File: src/hdl/ufcc_pkg.sv
// Package for the union-find connect-count unit.
// Holds the sequencer state type, register indexes and the multiply request/response types.
// No dependencies.
`timescale 1ns / 1ps

package ufcc_pkg;

  // Register indexes on the configuration port.
  localparam logic REG_NODE_COUNT = 1'b0;
  localparam logic REG_MODULUS    = 1'b1;

  localparam int RANK_W = 4;
  localparam logic [RANK_W-1:0] RANK_TOP = 4'd15;

  typedef enum logic [3:0] {
    ST_CLEAR,
    ST_IDLE,
    ST_FA_REQ,
    ST_FA_CHK,
    ST_FB_REQ,
    ST_FB_CHK,
    ST_LINK,
    ST_T_REQ,
    ST_T_CHK,
    ST_P_REQ,
    ST_P_CHK,
    ST_P_MUL,
    ST_E_CHK,
    ST_E_MUL,
    ST_DONE
  } state_e;

  typedef struct packed {
    logic        start;
    logic [31:0] mcand;
    logic [32:0] modv;
  } mul_req_t;

  typedef struct packed {
    logic        busy;
    logic        done;
    logic [31:0] value;
  } mul_rsp_t;

endpackage

File: src/hdl/ufcc_mulmod.sv
// Shared modular multiplier: mcand * mplier mod modv, double-and-add from the MSB.
// Depends on ufcc_pkg for the request/response types.
`timescale 1ns / 1ps

module ufcc_mulmod #(
  parameter int BW = 11
) (
  input  logic                clk_i,
  input  logic                rst_ni,
  input  ufcc_pkg::mul_req_t  req_i,
  input  logic [BW-1:0]       mplier_i,
  output ufcc_pkg::mul_rsp_t  rsp_o
);

  localparam int CNTW = $clog2(BW);

  logic            busy_q, busy_d;
  logic            done_q, done_d;
  logic            phase_q, phase_d;
  logic [CNTW-1:0] cnt_q, cnt_d;
  logic [31:0]     r_q, r_d;
  logic [31:0]     a_q, a_d;
  logic [32:0]     m_q, m_d;
  logic [BW-1:0]   b_q, b_d;
  logic [32:0]     dbl;
  logic [32:0]     sum;

  always_comb begin
    busy_d  = busy_q;
    done_d  = 1'b0;
    phase_d = phase_q;
    cnt_d   = cnt_q;
    r_d     = r_q;
    a_d     = a_q;
    m_d     = m_q;
    b_d     = b_q;
    dbl     = {r_q, 1'b0};
    sum     = {1'b0, r_q} + (b_q[BW-1] ? {1'b0, a_q} : 33'd0);
    if (req_i.start && !busy_q) begin
      busy_d  = 1'b1;
      phase_d = 1'b0;
      cnt_d   = CNTW'(BW - 1);
      r_d     = 32'd0;
      a_d     = req_i.mcand;
      m_d     = req_i.modv;
      b_d     = mplier_i;
    end else if (busy_q) begin
      if (!phase_q) begin
        // double the partial result
        if (dbl >= m_q) begin
          dbl = dbl - m_q;
        end
        r_d     = dbl[31:0];
        phase_d = 1'b1;
      end else begin
        // add the multiplicand when the current bit is set
        if (sum >= m_q) begin
          sum = sum - m_q;
        end
        r_d     = sum[31:0];
        b_d     = {b_q[BW-2:0], 1'b0};
        phase_d = 1'b0;
        if (cnt_q == '0) begin
          busy_d = 1'b0;
          done_d = 1'b1;
        end else begin
          cnt_d = cnt_q - 1'b1;
        end
      end
    end
  end

  always_ff @(posedge clk_i or negedge rst_ni) begin
    if (!rst_ni) begin
      busy_q  <= 1'b0;
      done_q  <= 1'b0;
      phase_q <= 1'b0;
      cnt_q   <= '0;
    end else begin
      busy_q  <= busy_d;
      done_q  <= done_d;
      phase_q <= phase_d;
      cnt_q   <= cnt_d;
    end
  end

  always_ff @(posedge clk_i) begin
    r_q <= r_d;
    a_q <= a_d;
    m_q <= m_d;
    b_q <= b_d;
  end

  assign rsp_o.busy  = busy_q;
  assign rsp_o.done  = done_q;
  assign rsp_o.value = r_q;

endmodule

File: config.mk
export PLATFORM = sky130hd
export DESIGN_NAME = ufcc_mulmod
export DESIGN_NICKNAME = d
export VERILOG_FILES = /design/src/hdl/ufcc_pkg.sv /design/src/hdl/ufcc_mulmod.sv
export SDC_FILE = /design/constraint.sdc
export NUM_CORES = 1
export LEC_CHECK = 0
export ABC_AREA = 1
export BUFFER_PORTS_ARGS = -buffer_cell sky130_fd_sc_hd__buf_2
export CAP_MARGIN = 20
export CORE_AREA = 2 2 268 138
export DETAILED_ROUTE_END_ITERATION = 10
export DIE_AREA = 0 0 270 140
export MAX_ROUTING_LAYER = met4
export PLACE_DENSITY_LB_ADDON = 0.1
export SLEW_MARGIN = 0
export SYNTH_ARGS = -nofsm -noshare
export SYNTH_HDL_FRONTEND = slang
export SYNTH_SLANG_ARGS = --single-unit
File: constraint.sdc
create_clock -name clk_i -period 4.2 [get_ports clk_i]
set_clock_uncertainty 0.15 [all_clocks]
set_input_delay 0.42 -clock clk_i [delete_from_list [all_inputs] [get_ports clk_i]]
set_output_delay 0.42 -clock clk_i [all_outputs]
set_load 0.02 [all_outputs]
==> reports/summary.txt <==
Status: complete, but fails checks
Failing checks: setup timing
Core Region: 35400 µm²
Skew-Pair Late Insertion Delay: 460 ps
Register area share after synthesis: 25.2%
Layout Nets: 2600
Period minus WS final: 4270 ps
DRT Wirelength: 57500 µm
Drt pass-1 iters: 5
Layout area overhead: 36.7%
Dominant synthesized flop cell: edfxtp_1
#FFs+latches synth: 115
DR vias/cell: 4.92
Vias: 14300
Crit-path max FO: 23
Post-synth EDFFs: 76
Clock sink count: 115
CP Capture Type: register
CP arrival: 4520 ps
Die area: 37800 µm²
Vias in the first global route: 13100
Number of max-cap violations: 0
Antenna viol nets, final: 0
Initial antenna violation count: 0
Worst reg2reg path depth: 27
Syn Area/Cell: 6.10 µm²
Htree depth: 4
Fin crit share: 102%
First-pass GRT wire length: 83900 µm
Die height: 140 µm
CTS tree: done
CTS buffer count: 17
Final setup vio count: 13
Effective utilization at floorplan: 34.7%
Detailed-placement wirelength estimate: 48100 µm
Startpoint type of the worst setup path: register
PortBufs: 112
Final Worst Setup Slack: -74.3 ps
Worst min path class: input port to register
# fillers: 3796
Layout cells sized above 1: 20.8%
Top cell type's share of synthesized area: 23.9%
Fmax: 0.234 GHz
Post-route DRC: 0
Synth cell types: 45
IO Count: 113
ANT cells: 0
Top cells by area, synth: nand2_1, edfxtp_1, inv_1
Classification of the worst setup path: register to register
Syn Std Cell Area: 12300 µm²
Clk slew on worst S/H paths: 80 ps
Post-Syn Instances: 2012
Avg WL per Cell: 19.7 µm
Syn Nets: 2193
Placer Congestion: 1.01
Die span in x: 270 µm
Sequential cell area: 3100 µm²
Tightest Pin Transition: 653 ps
Largest net degree at the start of global routing: 48
RSZ-0062 raised after global routing: yes
Ys Warns: 0
Placed inst area: 15000 µm²
Fin area: 16800 µm²
Worst Path Required: 4450 ps
Clock Root Buffer: clkbuf_16
Area of the multi-input gates: 8030 µm²
FFs w/ async S/R, synth: 6.09%
Hold path depth: 3
Clock Path Buffers: 2
GRT overflow: 0
Row count: 49
Final hold violation count: 0
Yosys top cell by area: nand2_1
Relative slew margins: 56.4%
1st-iter DRT viols: 1468
Post-synth top cells: nand2_1, inv_1, nand3_1
Top-count cell post-synth: nand2_1
Max Slew Vio Count: 0
Global Route Usage Sum: 31.3%
==> cells by family (layout without fill, tap and decap cells) <==
kind of cell | Yosys count | in the layout | share of synthesized area, %
xor gates and xnor gates | 40 | 40 | 2.85
AOI/OAI and AO/OA | 138 | 138 | 6.53
adders and majority gates | 102 | 102 | 10.6
buffers and inverters | 389 | 809 | 12.7
DFF | 115 | 115 | 25.2
and+or+nand+nor | 1228 | 1228 | 42.1
==> final timing paths <==
check,start,endpoint,slack [ps]
worst min-delay path,mplier_i[4],b_q[4],90
worst max-delay path,b_q[10],r_q[19],-70
min in group asynchronous,rst_ni,cnt_q[1],270
worst min register to register,cnt_q[3],cnt_q[3],360
worst max register to register,b_q[10],r_q[19],-70
max in group asynchronous,rst_ni,cnt_q[2],3450
==> flip-flops by register name (all words and copies together), names as in the netlist <==
name / count
a_q: 32
r_q: 32
cnt_q: 4
phase_q: 1
done_q: 1
m_q: 33
busy_q: 1
b_q: 11
==> cell usage in the layout (no fill, tap or decap), types with 6 or more instances in the layout <==
| master | count |
|---|---|
| o21bai_1 | 17 |
| a21oi_1 | 61 |
| nand3b_1 | 12 |
| nand3_1 | 203 |
| and2_1 | 8 |
| buf_2 | 112 |
| nand4_1 | 25 |
| xor2_1 | 33 |
| nor2_2 | 17 |
| nand2_2 | 33 |
| clkbuf_16 | 17 |
| buf_4 | 238 |
| or2_2 | 6 |
| ha_4 | 19 |
| xnor2_1 | 6 |
| edfxtp_1 | 76 |
| o21ai_0 | 27 |
| ha_2 | 6 |
| a21oi_2 | 14 |
| dlygate4sd3_1 | 66 |
| nor2_1 | 137 |
| ha_1 | 74 |
| dfxtp_1 | 32 |
| inv_8 | 6 |
| nand2_1 | 761 |
| inv_1 | 352 |
| dfrtp_1 | 7 |
==> through the flow <==
stage / hold slack [ps] / instances / worst slack, ps / utilization (%) / setup TNS [ps]
after floorplan: -25.6 / 2012 / 340 / - / 0
after global placement: 123 / 2813 / -210 / 42.5 / -3590
after detailed placement: 126 / 2813 / -179 / 42.5 / -3200
after CTS: 63.3 / 2916 / -18.0 / 47.1 / -44.4
after global routing: 103 / 2916 / -330 / 47.4 / -8520
final: 86.2 / 2916 / -74.3 / 47.4 / -457
==> critical path, stage by stage (launching register included) <==
cell       delay, ps
edfxtp_1         430
buf_12           180
nand2_1           60
inv_1             40
ha_1             340
nand2_1           90
nand2_1          100
a21oi_1          190
buf_4            140
o21bai_1          90
a21oi_2          170
nand3b_1         110
nand2_2          150
inv_1             90
ha_4             290
nand2_1           70
inv_2             80
nand2_2           60
nor3_2           200
inv_1             90
nor3_4           190
nand2_1           80
nand2_2          140
bufbuf_16        300
nand2_1           60
nand3_1           70
nand3_1          110
nand2_1          100
==> cell type report <==
cell class | instances | share of cell area [%]
clock buffers | 17 | 2.54
clock inverters | 15 | 1.09
inverters | 357 | 7.99
multi-input cells | 1508 | 47.8
flip-flops and latches | 115 | 18.5
well taps | 484 | 3.61
repair buffers | 420 | 18.5
==> layer usage <==
| layer | vias up | track usage (%) | share of wire, % | wire (µm) |
|---|---|---|---|---|
| li1 | 7129 | - | - | - |
| met1 | 6656 | 49.8 | 53 | 30700 |
| met2 | 533 | 37.6 | 35 | 19900 |
| met3 | 27 | 8.90 | 11 | 6410 |
| met4 | 0 | 4.44 | 0.80 | 462 |
| met5 | - | - | 0 | 0 |
==> timing repair <==
item	CTS	global route
setup endpoints to repair	32	32
pin swaps	9	1
setup buffers	4	0
gates cloned	1	0
hold endpoints to repair	72	0
hold buffers	66	0
gates resized for setup	57	25
Power is not shown: default switching activity piles up to over one toggle a cycle in this logic, so the estimate is an artifact.
